## config.mk

```make
export PLATFORM = sky130hd
export DESIGN_NAME = moving_average_threshold
export DESIGN_NICKNAME = d
export VERILOG_FILES = /design/src/hw/rtl/mat_pkg.sv /design/src/hw/rtl/mat_ram.sv /design/src/hw/rtl/mat_ctrl.sv /design/src/hw/rtl/mat_dp.sv /design/src/hw/rtl/moving_average_threshold.sv
export SDC_FILE = /design/constraint.sdc
export NUM_CORES = 1
export LEC_CHECK = 0
export BUFFER_PORTS_ARGS = -buffer_cell sky130_fd_sc_hd__buf_2
export CAP_MARGIN = 20
export CORE_MARGIN = 5
export CORE_UTILIZATION = 57
export DETAILED_ROUTE_END_ITERATION = 12
export PLACE_DENSITY = 0.76
export SLEW_MARGIN = 20
export SYNTH_ARGS = -nofsm -noshare
export SYNTH_HDL_FRONTEND = slang
export SYNTH_HIERARCHICAL = 1
export SYNTH_SLANG_ARGS = --single-unit
```

## constraint.sdc

```tcl
create_clock -name clock -period 4.15 [get_ports clock]
set_clock_uncertainty 0.05 [all_clocks]
set_input_delay 0.6225 -clock clock [delete_from_list [all_inputs] [get_ports clock]]
set_output_delay 0.6225 -clock clock [all_outputs]
set_load 0.05 [all_outputs]
```

## src/hw/rtl/mat_pkg.sv

```systemverilog
package mat_pkg;

   // fixed field widths
   localparam int SAMPLE_W   = 16;
   localparam int LEN_W      = 7;
   localparam int CSR_IDX_W  = 1;
   localparam int CSR_DATA_W = 16;
   localparam int RSP_DATA_W = 24;

   // register indexes
   localparam logic [CSR_IDX_W-1:0] CSR_IDX_WINDOW    = 1'b0;
   localparam logic [CSR_IDX_W-1:0] CSR_IDX_THRESHOLD = 1'b1;

   // register reset values
   localparam logic [LEN_W-1:0]    RESET_WINDOW_LENGTH     = 7'd10;
   localparam logic [SAMPLE_W-1:0] RESET_WARNING_THRESHOLD = 16'd7168;

   // controller to datapath
   typedef struct packed {
      logic load_sample;
      logic update;
      logic div_start;
      logic div_step;
      logic load_out;
   } dp_cmd_type;

   // datapath to controller
   typedef struct packed {
      logic div_last;
   } dp_sts_type;

endpackage

```

## src/hw/rtl/mat_ram.sv

```systemverilog
module mat_ram #(
   parameter int WIDTH = 16,
   parameter int DEPTH = 64,
   localparam int ADDR_W = (DEPTH > 1) ? $clog2(DEPTH) : 1
) (
   input  logic              clock,
   input  logic              wr_en,
   input  logic [ADDR_W-1:0] wr_addr,
   input  logic [WIDTH-1:0]  wr_data,
   input  logic [ADDR_W-1:0] rd_addr,
   output logic [WIDTH-1:0]  rd_data
);

   logic [WIDTH-1:0] mem_ff [DEPTH];
   logic [WIDTH-1:0] rd_data_ff;

   always_ff @(posedge clock) begin
      if (wr_en) begin
         mem_ff[wr_addr] <= wr_data;
      end
      rd_data_ff <= mem_ff[rd_addr];
   end

   assign rd_data = rd_data_ff;

endmodule

```

## src/hw/rtl/mat_ctrl.sv

```systemverilog
module mat_ctrl import mat_pkg::*; (
   input  logic       clock,
   input  logic       reset,
   input  logic       req_tvalid,
   output logic       req_tready,
   output logic       rsp_tvalid,
   input  logic       rsp_tready,
   input  dp_sts_type sts,
   output dp_cmd_type cmd
);

   typedef enum logic [4:0] {
      ST_IDLE   = 5'b00001,
      ST_UPDATE = 5'b00010,
      ST_PREP   = 5'b00100,
      ST_DIVIDE = 5'b01000,
      ST_DONE   = 5'b10000
   } state_type;

   state_type state_ff, state_in;
   logic      rsp_valid_ff, rsp_valid_in;
   logic      out_free;

   assign out_free   = !rsp_valid_ff || rsp_tready;
   assign req_tready = (state_ff == ST_IDLE);
   assign rsp_tvalid = rsp_valid_ff;

   always_comb begin
      state_in = state_ff;
      cmd      = '0;
      case (state_ff)
         ST_IDLE: begin
            if (req_tvalid) begin
               cmd.load_sample = 1'b1;
               state_in        = ST_UPDATE;
            end
         end
         ST_UPDATE: begin
            cmd.update = 1'b1;
            state_in   = ST_PREP;
         end
         ST_PREP: begin
            cmd.div_start = 1'b1;
            state_in      = ST_DIVIDE;
         end
         ST_DIVIDE: begin
            cmd.div_step = 1'b1;
            if (sts.div_last) begin
               state_in = ST_DONE;
            end
         end
         ST_DONE: begin
            if (out_free) begin
               cmd.load_out = 1'b1;
               state_in     = ST_IDLE;
            end
         end
         default: begin
            state_in = ST_IDLE;
         end
      endcase
   end

   always_comb begin
      if (cmd.load_out) begin
         rsp_valid_in = 1'b1;
      end else if (rsp_tready) begin
         rsp_valid_in = 1'b0;
      end else begin
         rsp_valid_in = rsp_valid_ff;
      end
   end

   always_ff @(posedge clock) begin
      if (reset) begin
         state_ff     <= ST_IDLE;
         rsp_valid_ff <= 1'b0;
      end else begin
         state_ff     <= state_in;
         rsp_valid_ff <= rsp_valid_in;
      end
   end

endmodule

```

## src/hw/rtl/mat_dp.sv

```systemverilog
module mat_dp import mat_pkg::*; #(
   parameter int MAX_WINDOW = 64
) (
   input  logic                  clock,
   input  logic                  reset,
   input  dp_cmd_type            cmd,
   output dp_sts_type            sts,
   input  logic [SAMPLE_W-1:0]   req_tdata,
   output logic [RSP_DATA_W-1:0] rsp_tdata,
   input  logic                  csr_we,
   input  logic [CSR_IDX_W-1:0]  csr_index,
   input  logic [CSR_DATA_W-1:0] csr_wdata
);

   localparam int AW    = (MAX_WINDOW > 1) ? $clog2(MAX_WINDOW) : 1;
   localparam int CW    = $clog2(MAX_WINDOW + 1);
   localparam int SW    = SAMPLE_W + $clog2(MAX_WINDOW);
   localparam int CNT_W = $clog2(SW);

   // configuration
   logic [LEN_W-1:0]           window_len_ff;
   logic signed [SAMPLE_W-1:0] threshold_ff;
   logic [CW-1:0]              eff_len;

   // window state
   logic [AW-1:0]        pos_ff, pos_in;
   logic [CW-1:0]        fill_ff, fill_in;
   logic signed [SW-1:0] sum_ff, sum_in;
   logic                 clear;
   logic [AW-1:0]        pos_eff;
   logic [CW-1:0]        pos_next;
   logic                 full;

   // sample and ram
   logic signed [SAMPLE_W-1:0] sample_ff;
   logic signed [SAMPLE_W-1:0] old_sample;
   logic [SAMPLE_W-1:0]        rd_data;

   // divider
   logic [SW-1:0]    dq_ff;
   logic [CW-1:0]    rem_ff;
   logic             neg_ff;
   logic [CNT_W-1:0] cnt_ff;
   logic [CW:0]      rem_sh;
   logic             q_bit;
   logic [SW-1:0]    sum_mag;
   logic [SW-1:0]    q_signed;

   // result
   logic signed [SAMPLE_W-1:0] mean;
   logic [SAMPLE_W-1:0]        avg_ff;
   logic                       above_ff;
   logic [LEN_W-1:0]           used_ff;

   always_comb begin
      if (window_len_ff == '0) begin
         eff_len = CW'(1);
      end else if (int'(window_len_ff) > MAX_WINDOW) begin
         eff_len = CW'(MAX_WINDOW);
      end else begin
         eff_len = CW'(window_len_ff);
      end
   end

   assign clear = csr_we && ((csr_index == CSR_IDX_WINDOW) || (csr_index == CSR_IDX_THRESHOLD));

   always_ff @(posedge clock) begin
      if (reset) begin
         window_len_ff <= RESET_WINDOW_LENGTH;
         threshold_ff  <= RESET_WARNING_THRESHOLD;
      end else if (csr_we) begin
         case (csr_index)
            CSR_IDX_WINDOW:    window_len_ff <= csr_wdata[LEN_W-1:0];
            CSR_IDX_THRESHOLD: threshold_ff  <= csr_wdata;
            default: begin
            end
         endcase
      end
   end

   assign pos_eff  = (CW'(pos_ff) >= eff_len) ? '0 : pos_ff;
   assign pos_next = CW'(pos_eff) + CW'(1);
   assign full     = (fill_ff >= eff_len);
   assign old_sample = rd_data;

   always_comb begin
      pos_in  = pos_ff;
      fill_in = fill_ff;
      sum_in  = sum_ff;
      if (clear) begin
         pos_in  = '0;
         fill_in = '0;
         sum_in  = '0;
      end else if (cmd.update) begin
         pos_in = (pos_next >= eff_len) ? '0 : AW'(pos_next);
         if (full) begin
            fill_in = eff_len;
            sum_in  = sum_ff - SW'(old_sample) + SW'(sample_ff);
         end else begin
            fill_in = fill_ff + CW'(1);
            sum_in  = sum_ff + SW'(sample_ff);
         end
      end
   end

   always_ff @(posedge clock) begin
      if (reset) begin
         pos_ff  <= '0;
         fill_ff <= '0;
         sum_ff  <= '0;
      end else begin
         pos_ff  <= pos_in;
         fill_ff <= fill_in;
         sum_ff  <= sum_in;
      end
   end

   always_ff @(posedge clock) begin
      if (cmd.load_sample) begin
         sample_ff <= req_tdata;
      end
   end

   // read port follows the current slot, so the oldest sample is ready after accept
   mat_ram #(
      .WIDTH (SAMPLE_W),
      .DEPTH (MAX_WINDOW)
   ) u_ram (
      .clock   (clock),
      .wr_en   (cmd.update),
      .wr_addr (pos_eff),
      .wr_data (sample_ff),
      .rd_addr (pos_eff),
      .rd_data (rd_data)
   );

   // restoring divide of |sum| by fill count, one quotient bit per step
   assign sum_mag = sum_ff[SW-1] ? SW'(-sum_ff) : SW'(sum_ff);
   assign rem_sh  = {rem_ff, dq_ff[SW-1]};
   assign q_bit   = (rem_sh >= {1'b0, fill_ff});

   always_ff @(posedge clock) begin
      if (reset) begin
         cnt_ff <= '0;
      end else if (cmd.div_start) begin
         cnt_ff <= CNT_W'(SW - 1);
      end else if (cmd.div_step && (cnt_ff != '0)) begin
         cnt_ff <= cnt_ff - CNT_W'(1);
      end
   end

   always_ff @(posedge clock) begin
      if (cmd.div_start) begin
         dq_ff  <= sum_mag;
         rem_ff <= '0;
         neg_ff <= sum_ff[SW-1];
      end else if (cmd.div_step) begin
         dq_ff  <= {dq_ff[SW-2:0], q_bit};
         rem_ff <= q_bit ? CW'(rem_sh - {1'b0, fill_ff}) : CW'(rem_sh);
      end
   end

   assign sts.div_last = (cnt_ff == '0);

   assign q_signed = neg_ff ? (-dq_ff) : dq_ff;
   assign mean     = q_signed[SAMPLE_W-1:0];

   always_ff @(posedge clock) begin
      if (cmd.load_out) begin
         avg_ff   <= mean;
         above_ff <= (mean > threshold_ff);
         used_ff  <= LEN_W'(fill_ff);
      end
   end

   assign rsp_tdata = {used_ff, above_ff, avg_ff};

endmodule

```

## src/hw/rtl/moving_average_threshold.sv

```systemverilog
// moving average with threshold flag, one sample beat in, one result beat out
// one sample is in work at a time: the next beat is taken only after the last result has been
// loaded into the output register, which may wait while rsp_tready holds back the previous result
// the pace is set by the bit-serial restoring divider, SUM_W = 16 + clog2(MAX_WINDOW) quotient bits
// reset: synchronous active-high; window empty, window_length 10, threshold 28.0 degC
// the window store has no reset; it is only read at slots written since the last clear
module moving_average_threshold import mat_pkg::*; #(
   parameter int MAX_WINDOW = 64
) (
   input  logic                  clock,
   input  logic                  reset,
   // sample beats
   input  logic                  req_tvalid,
   output logic                  req_tready,
   input  logic [SAMPLE_W-1:0]   req_tdata,   // [15:0] sample
   // result beats
   output logic                  rsp_tvalid,
   input  logic                  rsp_tready,
   output logic [RSP_DATA_W-1:0] rsp_tdata,   // [15:0] average, [16] above_threshold,
                                              // [23:17] samples_used
   // register writes, any write clears the window
   input  logic                  csr_we,
   input  logic [CSR_IDX_W-1:0]  csr_index,
   input  logic [CSR_DATA_W-1:0] csr_wdata
);

   // command and status between controller and datapath
   dp_cmd_type cmd;
   dp_sts_type sts;

   // sequencer: accept, window update, divider load, divide, result hand-off
   mat_ctrl u_ctrl (
      .clock      (clock),
      .reset      (reset),
      .req_tvalid (req_tvalid),
      .req_tready (req_tready),
      .rsp_tvalid (rsp_tvalid),
      .rsp_tready (rsp_tready),
      .sts        (sts),
      .cmd        (cmd)
   );

   // window ram, running sum, fill count, divider and output register
   mat_dp #(
      .MAX_WINDOW (MAX_WINDOW)
   ) u_dp (
      .clock     (clock),
      .reset     (reset),
      .cmd       (cmd),
      .sts       (sts),
      .req_tdata (req_tdata),
      .rsp_tdata (rsp_tdata),
      .csr_we    (csr_we),
      .csr_index (csr_index),
      .csr_wdata (csr_wdata)
   );

endmodule

```

# == Yosys cells after proc, flatten, opt, wreduce, memory -nomap -nowiden ==
# Memory sizes are Yosys's and may differ from the RTL's. A register that Yosys moved wholly into a read port is not among the register bits.
# Cells that the tools add are included.
# word_totals
regBits,139
ram_bits,1024
input_bits,38
output_inout_bits,26
word_cells,83
n_memories,1
# memory_table
memory,words,width,rd,rd_clocked_by_memory_dff,wr,line,rtl
u_dp.u_ram.mem_ff,64,16,1,1,1,mat_ram.sv:14,logic [WIDTH-1:0] mem_ff [DEPTH];
# classes
addsub,9
n_lt_le_gt_ge,6
n_eq_ne,8
muxes,28
bitwise,1
n_reduce_logical,14
# ops
cell,count
22-bit two-way mux,4
22-bit by 16-bit adder with 22-bit output,2
7-bit two-way mux,4
5-bit two-way mux,5
5-bit one-hot mux with 5 select lines,1
22-bit negation,1
22-bit by 16-bit subtractor with 22-bit output,1
16-bit greater-than comparator,1
16-bit two-way mux,1
16-bit negation,1
7-bit greater-or-equal comparator,2
6-bit two-way mux,2
1-bit two-way mux,11
8-bit by 7-bit greater-or-equal comparator with 1-bit output,1
6-bit by 1-bit adder with 7-bit output (second input constant),1
7-bit by 1-bit adder with 7-bit output (second input constant),1
6-bit by 7-bit greater-or-equal comparator with 1-bit output,1
7-bit greater-than comparator (second input constant),1
7-bit zero test,1
7-bit subtractor,1
2-bit nonzero test,3
5-bit by 1-bit == test with 1-bit output (second input constant),1
5-bit by 2-bit == test with 1-bit output (second input constant),1
5-bit by 3-bit == test with 1-bit output (second input constant),1
other kinds (14),17

# == Depth between registers and ports, before layout ==
# logic_depth
ltp_word,8
ltp_mapped,24
mapped_depth_nobuf,23

# == Hierarchy ==
# Netlist, hierarchy kept.
# by_module_without_submodules
module,instances,cells_per_inst,area_each_um2,seq_area_each_um2
mat_ram,1,1829,40042.2,31069.8
mat_dp,1,1112,9696.8,3293.2
mat_ctrl,1,35,314.1,120.1

# == Least setup slack after synthesis ==
# OpenSTA, ideal clock, no wires.
# synth_path
kind,register to register
startpoint,reg u_dp.window_len_ff[1]
endpoint,reg u_dp.pos_ff[0]
setup_ns,0.070
arrival_time_ns,4.358
required_ns,4.030
setup_slack_ns,-0.329
path_stages_with_launch,25
path_buffers,1
synth_period_minus_slack_ns,4.479
path_cell_list,dfxtp_1 > nor3_1 > a21oi_1 > nor2_1 > ha_1 > nand2b_1 > a21o_1 > a21o_1 > a21o_1 > a21o_1 > a21oi_1 > nor2_1 > nor2_1 > ha_1 > ha_1 > a21o_1 > a21o_1 > a21o_1 > a21oi_1 > nor2b_1 > o21ai_0 > and3b_1 > clkbuf_1 > o21ai_0 > a21oi_1
# synth_between
elab_chain_cells,8
word_cells_on_any_way,9
cone_classes,add/sub: 1; order compare: 3; mux: 4; reduce/logical: 1
# synth_lines
element,line,rtl
start: declaration,mat_dp.sv:21,logic [LEN_W-1:0] window_len_ff;
start signal: assignment,mat_dp.sv:73,CSR_IDX_WINDOW: window_len_ff <= csr_wdata[LEN_W-1:0];
7-bit greater-than comparator,mat_dp.sv:58,end else if (int'(window_len_ff) > MAX_WINDOW) begin
7-bit two-way mux,mat_dp.sv:58,
7-bit two-way mux *,mat_dp.sv:56,if (window_len_ff == '0) begin
6-bit by 7-bit greater-or-equal comparator with 1-bit output *,mat_dp.sv:81,assign pos_eff = (CW'(pos_ff) >= eff_len) ? '0 : pos_ff;
6-bit two-way mux *,mat_dp.sv:81,
via u_dp.pos_eff[0],mat_dp.sv:30,logic [AW-1:0] pos_eff;
6-bit by 1-bit adder with 7-bit output *,mat_dp.sv:82,assign pos_next = CW'(pos_eff) + CW'(1);
7-bit greater-or-equal comparator,mat_dp.sv:95,pos_in = (pos_next >= eff_len) ? '0 : AW'(pos_next);
6-bit two-way mux *,mat_dp.sv:95,
end signal: assignment,mat_dp.sv:112,pos_ff <= pos_in;
end: declaration,mat_dp.sv:26,"logic [AW-1:0] pos_ff, pos_in;"
# The timed path passes the listed nets; every way through them passes the cells marked *.
# A chain may end at the register's enable or synchronous reset.

# == Final worst setup path ==
# layout_path
startpoint,reg u_dp.window_len_ff[1]
endpoint,reg u_dp.u_ram.rd_data_ff[15] (netlist: u_dp/u_ram/rd_data[15]) (read register of u_dp.u_ram.mem_ff)
# layout_between
elab_chain_cells,5
word_cells_on_any_way,6
cone_classes,order compare: 2; mux: 3; reduce/logical: 1
# layout_lines
element,line,rtl
7-bit greater-than comparator,mat_dp.sv:58,
7-bit two-way mux,mat_dp.sv:58,
7-bit two-way mux *,mat_dp.sv:56,
6-bit by 7-bit greater-or-equal comparator with 1-bit output *,mat_dp.sv:81,
6-bit two-way mux *,mat_dp.sv:81,
via u_dp.pos_eff[0],mat_dp.sv:30,
end: declaration,mat_ram.sv:15,logic [WIDTH-1:0] rd_data_ff;
# Marks and branches as above.

==> summary.md <==
| Metric | Value |
|---|---|
| Post-synthesis cell area | between 50,000 and 60,000 um^2 |
| RSZ-0062 raised after global routing | true |
| Fmax | 0.229 GHz |
| Vias in the first global route | 29,387 |
| Pin count of the biggest net entering global routing | 71 |
| Synth top area share | 0.652 |
| Slew at the pin closest to its max-slew limit | 1.12 ns |
| Total Power | 24,900 uW |
| Final setup fails | 21 |
| Kind of critical path | reg2reg |
| Final ANT Viol Nets | 0 |
| Slew headroom | 0.251 |
| HP Class | in2reg |
| Via/cell ratio | 6.43 |
| First-pass GRT wire length | 188,000 um |
| Crit path cell chain | nor3_2 -> a21oi_2 -> nor2_2 -> ha_1 -> nand2b_4 -> a21o_1 -> a21o_1 -> a21o_1 -> a21o_1 -> a21oi_2 -> nor2_4 -> nor2_4 -> buf_6 -> buf_12 -> buf_16 -> buf_12 -> mux4_2 -> mux2i_2 -> a22oi_1 -> a31oi_2 -> a311oi_1 |
| Share of the yosys chip area belonging to registers | 0.689 |
| H-tree depth | 3 |
| Die Ht | 306 um |
| CP startpoint | u_dp/window_len_ff[1] |
| Reg clk slew, reported paths | 0.07 ns |
| Grt ovf | 0 |
| P_leak | 0.0202 uW |
| CTS Buf Count | 114 |
| Syn Inst Count | 2,976 |
| Top post-synthesis cells by count | edfxtp_1 (1,087), mux4_2 (220), nand2_1 (166), nor2_1 (163), a21oi_1 (131) |
| R2R Setup Slk | -0.23 ns |
| Die width | 306 um |
| Syn-to-layout area delta | 20.1% |
| Initial Utilization | 0.575 |
| HP Start | req_tdata[15] |
| CP max stage delay | 0.54 ns |
| Vias | 30,093 |
| Main flop type after synthesis | edfxtp_1 |
| Register bit count reported by yosys | 1,179 |
| Fin area | 60,100 um^2 |
| Core ar. | 87,000 um^2 |
| Number of port buffers | 63 |
| Ys Warns | 6 |
| CTS Buffer Depth | 3 |
| Failing checks | setup timing |
| Period minus WS final | between 4 and 5 ns |
| Rows | around 110 |
| Total Wirelength | 133,000 um |
| Count of cell types in the netlist | 90 |
| CTS Root Cell | clkbuf_16 |
| Async S/R FF share, synth | 0 |
| Top-count cell post-synth | edfxtp_1 |
| Critical Path RT | 4.67 ns |
| EDFF count, synth | 1,087 |
| VDD IR max | ~0.00044 V |
| CP most frequent cell | a21o_1 |
| Drt initial violations | 3,717 |
| Layout cell share with drive strength beyond 1 | 0.298 |
| Initial antenna violation count | 2 |
| Mean Syn Cell Area | 16.8 um^2 |
| CTS tree | built |
| Hold buffers post-CTS | 0 |
| CP arrival | 4.90 ns |
| Max-cap violation count | 0 |
| Tot GR Track Use | 0.266 |
| Num Clock Sinks | 1,179 |
| NumNets Final | 3,572 |
| Crit end category | register |
| DR DRC count | 0 |
| Post-DP HPWL | around 80,000 um |
| WL per Instance | 28.5 um |
| CP startpoint kind | register |
| IO Pins | between 60 and 70 |
| Leading area contributor after synthesis | edfxtp_1 |
| Crit Path Max Fanout | 9 |
| DRT Pass-1 Iters | 6 |
| Fin. max-slew vios | 0 |
| Placed cell area | between 50,000 and 60,000 um^2 |
| Top cells by area, synth | edfxtp_1 (65%), mux4_2 (9.9%), dfxtp_1 (3.7%) |
| Slowest stage cell, crit path | mux4_2 |
| Hold Violations, Final | 0 |
| Clock Latency Late Sink | ~0.75 ns |
| Final period utilization | 1.05 |
| R2R Path Start | u_dp/window_len_ff[1] |
| Cell Pwr Density | 414 nW/um^2 |
| Final Wtd Congestion | roughly 0.95 |
| Final setup margin | -0.226 ns |
| Die area | 93,800 um^2 |
| Status | finished, violations left |
| Mapped Nets | 3,129 |
## state kept, by name, summed over array words and instances (netlist names), 5 cells and up
signal,cells
u_dp/sample_ff,16
u_dp/used_ff,7
u_dp/rem_ff,7
u_dp/fill_ff,7
u_dp/dq_ff,22
u_dp/window_len_ff,7
u_ctrl/state_ff,5
u_dp/threshold_ff,16
u_dp/cnt_ff,5
u_dp/sum_ff,22
u_dp/u_ram/mem_ff,1024
u_dp/avg_ff,16
u_dp/u_ram/rd_data,16
u_dp/pos_ff,6
## final timing paths
kind / to / cells past startpoint
setup / recovery: u_dp/u_ram/rd_data[15] / 21
hold / removal: u_dp/sample_ff[15] / 1
setup reg to reg: u_dp/u_ram/rd_data[15] / 21
hold reg to reg: u_dp/threshold_ff[15] / 2
## power by group
part / switching [uW] / internal [uW] / leakage (uW)
registers: 51.4 / 13100 / 0.0105
clock network: 4540 / 5980 / 0.00186
logic: 808 / 404 / 0.00784
total: 5400 / 19500 / 0.0202
## layer usage
layer | vias to the layer above | routed length [um] | GRT usage
met5 | - | 8 | 0
met4 | 2 | 6040 | 0.0966
met3 | 332 | 13100 | 0.0447
met2 | 1918 | 66300 | 0.450
met1 | 15246 | 47900 | 0.354
li1 | 12595 | - | -
## logic make-up (layout without fill, tap and decap cells)
group           count (synthesis)  in the layout  share of synthesized area
buf+inv                       270            812                     0.0279
fa+ha+maj                     115            115                     0.0322
flops                        1179           1179                      0.689
xor+xnor                       72             72                     0.0126
simple gates                  565            565                     0.0546
compound gates                424            425                     0.0564
other cells                     0              3                          0
mux                           351            351                      0.127
## per-stage QoR
step / instances / hold slack, ns / util / setup slack [ns] / setup TNS, ns
finish: 4677 / 0.0407 / 0.691 / -0.226 / -2.33
floorplan: 2976 / 0.386 / - / -0.198 / -38.28
detailed placement: 4370 / 0.402 / 0.625 / -0.324 / -18.40
global route: 4674 / 0.0195 / 0.691 / -0.333 / -9.07
global placement: 4370 / 0.395 / 0.625 / -0.362 / -20.63
CTS: 4600 / 0.00126 / 0.674 / -0.0999 / -0.364
## worst max-delay path, delay by kind of cell, from the launching register on
kind / cells / cell delay (ns)
buf+inv: 4 / 0.57
compound gates: 9 / 1.46
fa+ha+maj: 1 / 0.25
flops: 1 / 0.32
mux: 2 / 0.86
simple gates: 5 / 0.69
## final cells by class
type / instances / area (um^2)
Tap cell: 1155 / 1450
Timing Repair Buffer: 471 / 4980
Sequential cell: 1179 / 34500
Multi-Input combinational cell: 1528 / 14900
Clock buffer: 149 / 3100
Antenna cell: 3 / 7.51
Fill cell: 5241 / 26900
Inverter: 125 / 469
Clock inverter: 67 / 736
## placed cells by master, fill, tap and decap left out, types with 17 or more instances in the layout
cell type / n
a211oi_1: 22
a21o_1: 22
a21oi_1: 117
a22oi_1: 29
buf_12: 80
buf_2: 63
buf_4: 262
buf_6: 34
clkbuf_1: 26
clkbuf_16: 126
clkinv_1: 19
clkinv_2: 24
dfxtp_1: 90
edfxtp_1: 1087
fa_1: 23
ha_1: 90
inv_1: 124
mux2_2: 27
mux2i_1: 78
mux4_2: 223
nand2_1: 163
nand2b_1: 22
nand3_1: 37
nand4_1: 26
nor2_1: 130
nor2_2: 26
nor2b_1: 49
nor3_1: 17
o21ai_0: 57
xnor2_1: 58
## what timing repair did
| action | CTS | global route |
|---|---|---|
| pin swaps | 27 | 46 |
| cloned | 2 | 13 |
| setup endpoints to repair | 608 | 746 |
| buffers inserted | 12 | 65 |
| resized for setup | 58 | 160 |
Note: power is estimated with default switching activity, not from simulation.
